[config.mk]
export PLATFORM = sky130hd
export DESIGN_NAME = space_vector_pwm_compare_gen
export DESIGN_NICKNAME = d
export VERILOG_FILES = /design/src/hw/rtl/svpwm_pkg.sv /design/src/hw/rtl/svpwm_proj.sv /design/src/hw/rtl/svpwm_time.sv /design/src/hw/rtl/svpwm_scale.sv /design/src/hw/rtl/space_vector_pwm_compare_gen.sv
export VERILOG_INCLUDE_DIRS = /design/src /design/src/hw/rtl
export SDC_FILE = /design/constraint.sdc
export NUM_CORES = 2
export LEC_CHECK = 0
export BUFFER_PORTS_ARGS = -buffer_cell sky130_fd_sc_hd__buf_4
export CELL_PAD_IN_SITES_DETAIL_PLACEMENT = 0
export CELL_PAD_IN_SITES_GLOBAL_PLACEMENT = 1
export CORE_ASPECT_RATIO = 1.1
export CORE_UTILIZATION = 48
export CTS_BUF_LIST = sky130_fd_sc_hd__clkbuf_8
export CTS_CLUSTER_SIZE = 10
export DETAILED_ROUTE_END_ITERATION = 8
export PLACE_DENSITY = 0.79
export SYNTH_ARGS = -nofsm -noshare
export SYNTH_HDL_FRONTEND = slang
export SYNTH_SLANG_ARGS = --single-unit
[constraint.sdc]
create_clock -name clock -period 7.1 [get_ports clock]
set_input_delay 0.71 -clock clock [delete_from_list [all_inputs] [get_ports clock]]
set_output_delay 0.71 -clock clock [all_outputs]
set_load 0.02 [all_outputs]
[src/hw/rtl/space_vector_pwm_compare_gen_defines.svh]
// assertion macros for the space vector pwm compare generator
`ifndef SPACE_VECTOR_PWM_COMPARE_GEN_DEFINES_SVH
`define SPACE_VECTOR_PWM_COMPARE_GEN_DEFINES_SVH

// condition must hold at every clock edge outside reset
`define SVPWM_ASSERT_HOLDS(label, cond, msg) \
   label: assert property (@(posedge clock) disable iff (reset) (cond)) else $error(msg);

// antecedent implies consequent in the same cycle
`define SVPWM_ASSERT_IMPLIES(label, ante, cons, msg) \
   label: assert property (@(posedge clock) disable iff (reset) (ante) |-> (cons)) \
      else $error(msg);

`endif

[src/hw/rtl/svpwm_pkg.sv]
// shared types and constants of the space vector pwm compare generator
`default_nettype none

package svpwm_pkg;

   // fixed point constants
   localparam int QSHIFT = 15;
   localparam int HPW = 15;            // half period width
   localparam int VW = 18;             // projection width
   localparam int TW = 20;             // switching time width
   localparam int PW = TW + HPW + 1;   // scaled product width
   localparam int SW = PW - QSHIFT;    // shifted product width

   localparam logic signed [15:0] SQRT3_HALF_Q15 = 16'sd28378;
   localparam logic signed [TW-1:0] ONE_Q15 = TW'(32767);

   // configuration register indexes
   localparam logic CSR_HALF_PERIOD = 1'b0;
   localparam logic CSR_MODE = 1'b1;

   localparam logic [HPW-1:0] HALF_PERIOD_RESET = 15'd1500;

   // modulation modes
   localparam logic [1:0] MODE_SEVEN = 2'd0;
   localparam logic [1:0] MODE_FIVE = 2'd1;

   // sector codes from the three projection signs
   localparam logic [2:0] SECTOR_NONE = 3'd0;
   localparam logic [2:0] SECTOR_1 = 3'd1;
   localparam logic [2:0] SECTOR_2 = 3'd2;
   localparam logic [2:0] SECTOR_3 = 3'd3;
   localparam logic [2:0] SECTOR_4 = 3'd4;
   localparam logic [2:0] SECTOR_5 = 3'd5;
   localparam logic [2:0] SECTOR_6 = 3'd6;
   localparam logic [2:0] SECTOR_ALL = 3'd7;

   // input beat, packed as on the bus
   typedef struct packed {
      logic signed [15:0] v_beta;
      logic signed [15:0] v_alpha;
   } ref_type;

   // three reference projections and the sector code
   typedef struct packed {
      logic [2:0]            sector;
      logic signed [VW-1:0]  v1;
      logic signed [VW-1:0]  v2;
      logic signed [VW-1:0]  v3;
   } proj_type;

   // unscaled switching times
   typedef struct packed {
      logic [2:0]            sector;
      logic signed [TW-1:0]  ta;
      logic signed [TW-1:0]  tb;
      logic signed [TW-1:0]  tc;
   } time_type;

   // result beat, packed as on the bus
   typedef struct packed {
      logic [2:0]      sector_code;
      logic [HPW-1:0]  compare_c;
      logic [HPW-1:0]  compare_b;
      logic [HPW-1:0]  compare_a;
   } result_type;

endpackage

`default_nettype wire

[src/hw/rtl/svpwm_proj.sv]
// projection stages: alpha product, then the three projections and sector code
`default_nettype none

module svpwm_proj
   import svpwm_pkg::*;
(
   input  wire logic      clock,
   input  wire logic      reset,
   input  wire logic      in_valid,
   output logic           in_ready,
   input  wire ref_type   in_data,
   output logic           out_valid,
   input  wire logic      out_ready,
   output proj_type       out_data
);

   logic                 p1_valid_ff;
   logic signed [31:0]   p1_prod_ff;
   logic signed [31:0]   p1_prod_in;
   logic signed [15:0]   p1_beta_ff;
   logic                 p1_ready;

   logic                 p2_valid_ff;
   proj_type             p2_data_ff;
   proj_type             p2_data_in;
   logic                 p2_ready;

   logic signed [VW-1:0] pa;
   logic signed [VW-1:0] pb;
   logic signed [15:0]   beta_half;

   // ready chain: a stage takes a beat when empty or draining
   assign p2_ready = !p2_valid_ff || out_ready;
   assign p1_ready = !p1_valid_ff || p2_ready;
   assign in_ready = p1_ready;

   // sqrt(3)/2 times alpha
   assign p1_prod_in = SQRT3_HALF_Q15 * in_data.v_alpha;

   // floor shifts and projections
   always_comb begin
      beta_half = p1_beta_ff >>> 1;
      pa = {{(VW-17){p1_prod_ff[31]}}, p1_prod_ff[31:QSHIFT]};
      pb = {{(VW-16){beta_half[15]}}, beta_half};
      p2_data_in.v1 = {{(VW-16){p1_beta_ff[15]}}, p1_beta_ff};
      p2_data_in.v2 = pa - pb;
      p2_data_in.v3 = -pa - pb;
      p2_data_in.sector = {~p2_data_in.v3[VW-1], ~p2_data_in.v2[VW-1],
                           ~p2_data_in.v1[VW-1]};
   end

   // valid bits
   always_ff @(posedge clock) begin
      if (reset) begin
         p1_valid_ff <= 1'b0;
         p2_valid_ff <= 1'b0;
      end else begin
         if (p1_ready) begin
            p1_valid_ff <= in_valid;
         end
         if (p2_ready) begin
            p2_valid_ff <= p1_valid_ff;
         end
      end
   end

   // payload
   always_ff @(posedge clock) begin
      if (in_valid && p1_ready) begin
         p1_prod_ff <= p1_prod_in;
         p1_beta_ff <= in_data.v_beta;
      end
      if (p1_valid_ff && p2_ready) begin
         p2_data_ff <= p2_data_in;
      end
   end

   assign out_valid = p2_valid_ff;
   assign out_data = p2_data_ff;

endmodule

`default_nettype wire

[src/hw/rtl/svpwm_time.sv]
// time stage: active vector times by sector and the switching times ta, tb, tc
`default_nettype none

module svpwm_time
   import svpwm_pkg::*;
(
   input  wire logic      clock,
   input  wire logic      reset,
   input  wire logic      in_valid,
   output logic           in_ready,
   input  wire proj_type  in_data,
   output logic           out_valid,
   input  wire logic      out_ready,
   output time_type       out_data
);

   logic                 valid_ff;
   time_type             data_ff;
   time_type             data_in;
   logic signed [VW-1:0] t1;
   logic signed [VW-1:0] t2;
   logic signed [TW-1:0] t1_x;
   logic signed [TW-1:0] t2_x;
   logic signed [TW-1:0] rest;

   assign in_ready = !valid_ff || out_ready;

   // active vector times picked by sector
   always_comb begin
      unique case (in_data.sector)
         SECTOR_1: begin
            t1 = -in_data.v3;
            t2 = -in_data.v2;
         end
         SECTOR_2: begin
            t1 = -in_data.v1;
            t2 = -in_data.v3;
         end
         SECTOR_3: begin
            t1 = in_data.v1;
            t2 = in_data.v2;
         end
         SECTOR_4: begin
            t1 = -in_data.v2;
            t2 = -in_data.v1;
         end
         SECTOR_5: begin
            t1 = in_data.v3;
            t2 = in_data.v1;
         end
         SECTOR_6: begin
            t1 = in_data.v2;
            t2 = in_data.v3;
         end
         default: begin
            t1 = '0;
            t2 = '0;
         end
      endcase
   end

   // switching times
   always_comb begin
      t1_x = {{(TW-VW){t1[VW-1]}}, t1};
      t2_x = {{(TW-VW){t2[VW-1]}}, t2};
      rest = ONE_Q15 - t1_x - t2_x;
      data_in.sector = in_data.sector;
      data_in.ta = rest >>> 1;
      data_in.tb = data_in.ta + t1_x;
      data_in.tc = data_in.tb + t2_x;
   end

   always_ff @(posedge clock) begin
      if (reset) begin
         valid_ff <= 1'b0;
      end else if (in_ready) begin
         valid_ff <= in_valid;
      end
   end

   always_ff @(posedge clock) begin
      if (in_valid && in_ready) begin
         data_ff <= data_in;
      end
   end

   assign out_valid = valid_ff;
   assign out_data = data_ff;

endmodule

`default_nettype wire

[src/hw/rtl/svpwm_scale.sv]
// scale stages: multiply by half period, then clamp and map to phases
`default_nettype none

module svpwm_scale
   import svpwm_pkg::*;
(
   input  wire logic            clock,
   input  wire logic            reset,
   input  wire logic [HPW-1:0]  half_period,
   input  wire logic [1:0]      modulation_mode,
   input  wire logic            in_valid,
   output logic                 in_ready,
   input  wire time_type        in_data,
   output logic                 out_valid,
   input  wire logic            out_ready,
   output result_type           out_data
);

   logic                 s1_valid_ff;
   logic [2:0]           s1_sector_ff;
   logic signed [PW-1:0] s1_prod_a_ff;
   logic signed [PW-1:0] s1_prod_b_ff;
   logic signed [PW-1:0] s1_prod_c_ff;
   logic signed [PW-1:0] s1_prod_a_in;
   logic signed [PW-1:0] s1_prod_b_in;
   logic signed [PW-1:0] s1_prod_c_in;
   logic signed [15:0]   hp_s;
   logic                 s1_ready;

   logic                 s2_valid_ff;
   result_type           s2_data_ff;
   result_type           s2_data_in;
   logic                 s2_ready;

   logic [HPW-1:0]       ta_c;
   logic [HPW-1:0]       tb_c;
   logic [HPW-1:0]       tc_c;
   logic [HPW-1:0]       base;
   logic [HPW-1:0]       xa;
   logic [HPW-1:0]       xb;
   logic [HPW-1:0]       xc;

   // floor shift of the scaled time, clamped to 0..half_period-1
   function automatic logic [HPW-1:0] clamp_time(input logic signed [PW-1:0] prod,
                                                input logic [HPW-1:0] hp);
      logic signed [SW-1:0] s;
      logic signed [SW-1:0] hp_x;
      s = prod[PW-1:QSHIFT];
      hp_x = $signed({{(SW-HPW){1'b0}}, hp});
      if (s >= hp_x) begin
         clamp_time = (hp == '0) ? '0 : hp - 1'b1;
      end else if (s[SW-1] || s == '0) begin
         clamp_time = '0;
      end else begin
         clamp_time = s[HPW-1:0];
      end
   endfunction

   assign s2_ready = !s2_valid_ff || out_ready;
   assign s1_ready = !s1_valid_ff || s2_ready;
   assign in_ready = s1_ready;

   // time times half period
   assign hp_s = $signed({1'b0, half_period});
   assign s1_prod_a_in = in_data.ta * hp_s;
   assign s1_prod_b_in = in_data.tb * hp_s;
   assign s1_prod_c_in = in_data.tc * hp_s;

   // clamp, optional five segment offset, phase mapping; other modes give zero compares
   always_comb begin
      ta_c = clamp_time(s1_prod_a_ff, half_period);
      tb_c = clamp_time(s1_prod_b_ff, half_period);
      tc_c = clamp_time(s1_prod_c_ff, half_period);
      base = (modulation_mode == MODE_FIVE) ? ta_c : '0;
      xa = ta_c - base;
      xb = tb_c - base;
      xc = tc_c - base;
      s2_data_in.sector_code = s1_sector_ff;
      s2_data_in.compare_a = '0;
      s2_data_in.compare_b = '0;
      s2_data_in.compare_c = '0;
      if (modulation_mode == MODE_SEVEN || modulation_mode == MODE_FIVE) begin
         unique case (s1_sector_ff)
            SECTOR_1: begin
               s2_data_in.compare_a = xb;
               s2_data_in.compare_b = xc;
               s2_data_in.compare_c = xa;
            end
            SECTOR_2: begin
               s2_data_in.compare_a = xc;
               s2_data_in.compare_b = xa;
               s2_data_in.compare_c = xb;
            end
            SECTOR_3: begin
               s2_data_in.compare_a = xc;
               s2_data_in.compare_b = xb;
               s2_data_in.compare_c = xa;
            end
            SECTOR_4: begin
               s2_data_in.compare_a = xa;
               s2_data_in.compare_b = xb;
               s2_data_in.compare_c = xc;
            end
            SECTOR_5: begin
               s2_data_in.compare_a = xa;
               s2_data_in.compare_b = xc;
               s2_data_in.compare_c = xb;
            end
            SECTOR_6: begin
               s2_data_in.compare_a = xb;
               s2_data_in.compare_b = xa;
               s2_data_in.compare_c = xc;
            end
            default: begin
               s2_data_in.compare_a = '0;
               s2_data_in.compare_b = '0;
               s2_data_in.compare_c = '0;
            end
         endcase
      end
   end

   // valid bits
   always_ff @(posedge clock) begin
      if (reset) begin
         s1_valid_ff <= 1'b0;
         s2_valid_ff <= 1'b0;
      end else begin
         if (s1_ready) begin
            s1_valid_ff <= in_valid;
         end
         if (s2_ready) begin
            s2_valid_ff <= s1_valid_ff;
         end
      end
   end

   // payload
   always_ff @(posedge clock) begin
      if (in_valid && s1_ready) begin
         s1_sector_ff <= in_data.sector;
         s1_prod_a_ff <= s1_prod_a_in;
         s1_prod_b_ff <= s1_prod_b_in;
         s1_prod_c_ff <= s1_prod_c_in;
      end
      if (s1_valid_ff && s2_ready) begin
         s2_data_ff <= s2_data_in;
      end
   end

   assign out_valid = s2_valid_ff;
   assign out_data = s2_data_ff;

endmodule

`default_nettype wire

[src/hw/rtl/space_vector_pwm_compare_gen.sv]
// five register stages from an accepted req beat to the rsp beat
// throughput: one beat per cycle while rsp_tready is high; each stage has its own valid bit and ready term
// a stalled rsp beat does not block req until the stages behind it fill up
// reset clears all valid bits, half_period to 1500 and modulation_mode to seven segment
// config is registered from csr writes and is read by the scale stages
`default_nettype none

`include "space_vector_pwm_compare_gen_defines.svh"

module space_vector_pwm_compare_gen
   import svpwm_pkg::*;
(
   input  wire logic         clock,
   input  wire logic         reset,
   // request beat
   input  wire logic         req_tvalid,
   output logic              req_tready,
   input  wire logic [31:0]  req_tdata,   // v_alpha[15:0], v_beta[31:16]
   // response beat
   output logic              rsp_tvalid,
   input  wire logic         rsp_tready,
   output logic [47:0]       rsp_tdata,   // compare_a[14:0], compare_b[29:15],
                                          // compare_c[44:30], sector_code[47:45]
   // configuration writes
   input  wire logic         csr_wr_en,
   input  wire logic         csr_index,
   input  wire logic [14:0]  csr_wdata
);

   logic [HPW-1:0] half_period_ff;
   logic [1:0]     mode_ff;

   ref_type        req_item;
   proj_type       proj_data;
   time_type       time_data;
   result_type     rsp_item;
   logic           proj_valid;
   logic           proj_ready;
   logic           time_valid;
   logic           time_ready;

   // configuration registers
   always_ff @(posedge clock) begin
      if (reset) begin
         half_period_ff <= HALF_PERIOD_RESET;
         mode_ff <= MODE_SEVEN;
      end else if (csr_wr_en) begin
         unique case (csr_index)
            CSR_HALF_PERIOD: half_period_ff <= csr_wdata;
            CSR_MODE:        mode_ff <= csr_wdata[1:0];
            default:         mode_ff <= mode_ff;
         endcase
      end
   end

   assign req_item = req_tdata;

   // projections and sector
   svpwm_proj u_proj (
      .clock     (clock),
      .reset     (reset),
      .in_valid  (req_tvalid),
      .in_ready  (req_tready),
      .in_data   (req_item),
      .out_valid (proj_valid),
      .out_ready (proj_ready),
      .out_data  (proj_data)
   );

   // switching times
   svpwm_time u_time (
      .clock     (clock),
      .reset     (reset),
      .in_valid  (proj_valid),
      .in_ready  (proj_ready),
      .in_data   (proj_data),
      .out_valid (time_valid),
      .out_ready (time_ready),
      .out_data  (time_data)
   );

   // scaling, clamping and phase mapping
   svpwm_scale u_scale (
      .clock           (clock),
      .reset           (reset),
      .half_period     (half_period_ff),
      .modulation_mode (mode_ff),
      .in_valid        (time_valid),
      .in_ready        (time_ready),
      .in_data         (time_data),
      .out_valid       (rsp_tvalid),
      .out_ready       (rsp_tready),
      .out_data        (rsp_item)
   );

   assign rsp_tdata = rsp_item;

   // checks
   `SVPWM_ASSERT_IMPLIES(a_null_sector_zero,
      rsp_tvalid && (rsp_item.sector_code == SECTOR_NONE || rsp_item.sector_code == SECTOR_ALL),
      rsp_item.compare_a == '0 && rsp_item.compare_b == '0 && rsp_item.compare_c == '0,
      "null sector gave a nonzero compare")
   `SVPWM_ASSERT_HOLDS(a_empty_pipe_ready, rsp_tvalid || req_tready,
      "req not ready while the response side is empty")
   `SVPWM_ASSERT_IMPLIES(a_reset_clears_rsp, $past(reset), !rsp_tvalid,
      "response valid right after reset")

endmodule

`default_nettype wire
==> results.py <==
metrics = {
    "status": {
        "outcome": "finished, violations left",
        "violations": "DRC",
    },
    "timing": {
        "fin_worst_skew_ns": 0.0310,
        "min_period_ns": 6.82,
        "slew_viol_final": 0,
        "hold_viol_final": 0,
        "final.setup.tns_ns": 0,
        "fmax_ghz": 0.147,
        "worst_pin_slew_ns": 1.28,
        "rsz0062_at_grt": "true",
        "setup_viol": 0,
        "slew_headroom_pct": 14.3,
        "min_period_over_period_pct": 96.0,
        "hold-worst-slack_ns": 0.149,
    },
    "logic_synthesis": {
        "synthMostInstantiatedCell": "inv_1",
        "async_flop_share_pct": 0,
        "ys_ff_latch": 284,
        "synth_top_flop_cell": "edfxtp_1",
        "yosys.area.top_type": "fa_1",
        "yosysSeqAreaShare_pct": 14.8,
        "syn_area_per_cell_um2": 9.39,
        "synthesis.nets": 7594,
        "synth_top_area_share_pct": 35.9,
        "synthTopCellsByCount": "1,269 x inv_1, 1,005 x fa_1, 661 x nand2_1",
        "syn-instance-count": 5977,
        "yosysWarnings": 0,
        "synth_top_cells_by_area": "fa_1 36%, edfxtp_1 14%, ha_1 12%",
        "synth_enable_flop_cells": 262,
        "yosysUniqueCellTypes": 87,
        "syn-cell-area_um2": 56100,
    },
    "critical_path": {
        "cp_max_fo": 11,
        "cp.required_ns": 7.59,
        "cp-startpoint": "half_period_ff[1]$_SDFFE_PP0P_",
        "cpMostUsedCell": "fa_1",
        "max_stage_delay_ns": 0.54,
        "r2r_start": "half_period_ff[1]$_SDFFE_PP0P_",
        "start_kind": "flip-flop",
        "path_class": "reg -> reg",
        "rrSetupSlack_ns": 0.28,
        "reg2reg_depth": 27,
        "cp-endpoint": "u_scale.s1_prod_a_ff[33]$_DFFE_PP_",
        "arrival_ns": 7.30,
        "worstSetupEndpointType": "flip-flop",
        "crit_slowest_cell": "fa_1",
        "rr_endpoint": "u_scale.s1_prod_a_ff[33]$_DFFE_PP_",
    },
    "floorplanning": {
        "die_h_um": 361,
        "dieArea_um2": 118000,
        "boundaryPins": 103,
        "rows": 131,
        "start_util_pct": 48.4,
        "die_x_um": 328,
        "core_um2": 116000,
    },
    "clock_tree": {
        "insertion_delay_ns": 0.74,
        "clockBufferDepth": 3,
        "root_buffer": "clkbuf_8",
        "htreeDepth": 2,
        "cts_buffers": 52,
        "cts_tree": "yes",
        "cts.clk_slew.worst_paths_ns": 0.07,
        "clock_sinks": 284,
        "hold_buffers": 0,
    },
    "placement": {
        "dpl_cell_area_um2": 60000,
        "dp_hpwl_mm": 121,
        "gp_congestion": 0.904,
        "portBuffers": 102,
    },
    "global_route": {
        "grtUsageMet1_pct": 31.7,
        "grtUsageMet3_pct": 2.89,
        "grt_use_met2_pct": 45.2,
        "gr-total-overflow": 0,
        "track_usage_pct": 25.4,
        "top_usage_layer": "met2",
        "grt_max_degree": 66,
        "grt_pass1_wl_mm": 236,
        "antenna_found_initial": 7,
        "first_global_vias": 44100,
    },
    "job": {
        "max_cap_violations": 0,
    },
    "layout": {
        "finish.instance_area_um2": 61600,
        "layout-drive-gt1-share_pct": 8.82,
        "area_growth_pct": 9.86,
        "fin_nets": 7786,
        "postLayoutCoreUtil_pct": 53.2,
    },
    "worst_hold_path": {
        "hp-class": "in -> reg",
    },
    "detailed_routing": {
        "drc": 7,
        "routed_wirelength_mm": 146,
        "vias": 41300,
        "ant_nets": 0,
        "dr.first_iter.drc_count": 2441,
        "wl_per_cell_um": 18.8,
        "vias_per_cell": 5.34,
        "first_pass_iters": 9,
    },
}
==> cells by family (layout without fill, tap and decap cells) <==
| kind of cell | after synthesis | count (layout) | synth area share [%] |
|---|---|---|---|
| AO/OA/AOI/OAI | 707 | 707 | 8.42 |
| XOR/XNOR | 246 | 246 | 3.86 |
| adder cells (fa/ha/maj) | 1564 | 1564 | 48.3 |
| buffers and inverters | 1513 | 1746 | 10.1 |
| flip-flops | 284 | 284 | 14.8 |
| multiplexers | 8 | 8 | 0.152 |
| other | 0 | 3 | 0 |
| AND/OR/NAND/NOR | 1655 | 1655 | 14.3 |
==> metrics by stage <==
| step | cells | worst slack [ns] |
|---|---|---|
| finish | 7742 | 0.283 |
| global route | 7740 | -0.0478 |
| floorplan | 5977 | 0.0918 |
| CTS | 7700 | 0.0408 |
| global placement | 7605 | 0.132 |
| detailed placement | 7605 | 0.0642 |
==> what timing repair did <==
item	CTS	global route
gates resized for setup	0	53
hold endpoints to repair	0	0
setup buffers	0	39
endpoints found under the setup margin	0	25
==> cell usage in the layout (no fill, tap or decap), types with 11 or more instances in the layout <==
cell type,Yosys,routed
a22o_1,30,30
a222oi_1,17,17
nand2_1,661,661
a31oi_1,17,16
o21ai_1,20,24
buf_12,0,19
o22ai_1,16,16
clkinv_2,0,11
nor2_1,205,202
ha_1,559,557
a211oi_1,30,29
o21bai_1,16,16
a221oi_1,47,44
nor3_1,98,91
and2_1,424,424
clkbuf_8,0,55
a22oi_1,28,27
buf_4,0,358
o21ai_0,120,115
or3_1,17,16
nand4_1,19,19
edfxtp_1,262,262
inv_1,1269,1279
a21oi_1,186,178
o21a_1,27,27
xor2_1,74,74
nor2b_1,38,31
nand3_1,83,83
a211o_1,12,12
a21o_1,51,51
nand2b_1,30,30
o211ai_1,11,11
xnor2_1,171,169
nor4_1,25,25
and3_1,27,27
fa_1,1005,1005
==> sequential cells by signal (all words and copies together), names as in the netlist, 3 cells and up <==
| name | count |
|---|---|
| half_period_ff | 15 |
| u_proj.out_data | 54 |
| u_proj.p1_beta_ff | 16 |
| u_proj.p1_prod_ff | 17 |
| u_scale.out_data | 48 |
| u_scale.s1_prod_a_ff | 20 |
| u_scale.s1_prod_b_ff | 21 |
| u_scale.s1_prod_c_ff | 21 |
| u_scale.s1_sector_ff | 3 |
| u_time.out_data | 62 |
==> worst max-delay path, delay by kind of cell, from the launching register on <==
family / cells / cell delay, ns
AOI/OAI and AO/OA: 8 / 1.54
DFF: 1 / 0.48
buffers and inverters: 8 / 0.79
xor gates and xnor gates: 1 / 0.12
adders and majority gates: 7 / 3.40
and+or+nand+nor: 3 / 0.26
==> area by class of cell <==
cell class	instances	area [um2]
Antenna cell	3	7.51
Clock buffer	55	757
Clock inverter	40	408
Fill cell	10600	54200
Inverter	1271	4770
Multi-Input combinational cell	4180	42300
Sequential cell	284	8350
Tap cell	1529	1910
Timing Repair Buffer	380	3100
==> worst min-delay path by stage <==
stage | to | slack (ns) | startpoint | cells after the start
after floorplan | u_proj.out_data[36]$_DFFE_PP_ | 0.40 | u_proj.p1_beta_ff[0]$_DFFE_PP_ | 0
after global placement | u_scale.s1_sector_ff[0]$_DFFE_PP_ | 0.40 | u_time.out_data[60]$_DFFE_PP_ | 0
after detailed placement | u_scale.s1_sector_ff[0]$_DFFE_PP_ | 0.41 | u_time.out_data[60]$_DFFE_PP_ | 0
after CTS | u_proj.p1_beta_ff[12]$_DFFE_PP_ | 0.08 | req_tdata[28] | 1
after global routing | u_proj.p1_beta_ff[11]$_DFFE_PP_ | 0.10 | req_tdata[27] | 1
final | u_proj.p1_beta_ff[12]$_DFFE_PP_ | 0.15 | req_tdata[28] | 1
==> layer usage <==
metal  up-vias  wire length [um]
li1      19200                 -
met1     20800             60300
met2      1142             73000
met3       254              7200
met4         4              5210
met5         -                31
Power is not shown: default switching activity piles up to over one toggle a cycle in this logic, so the estimate is an artifact.
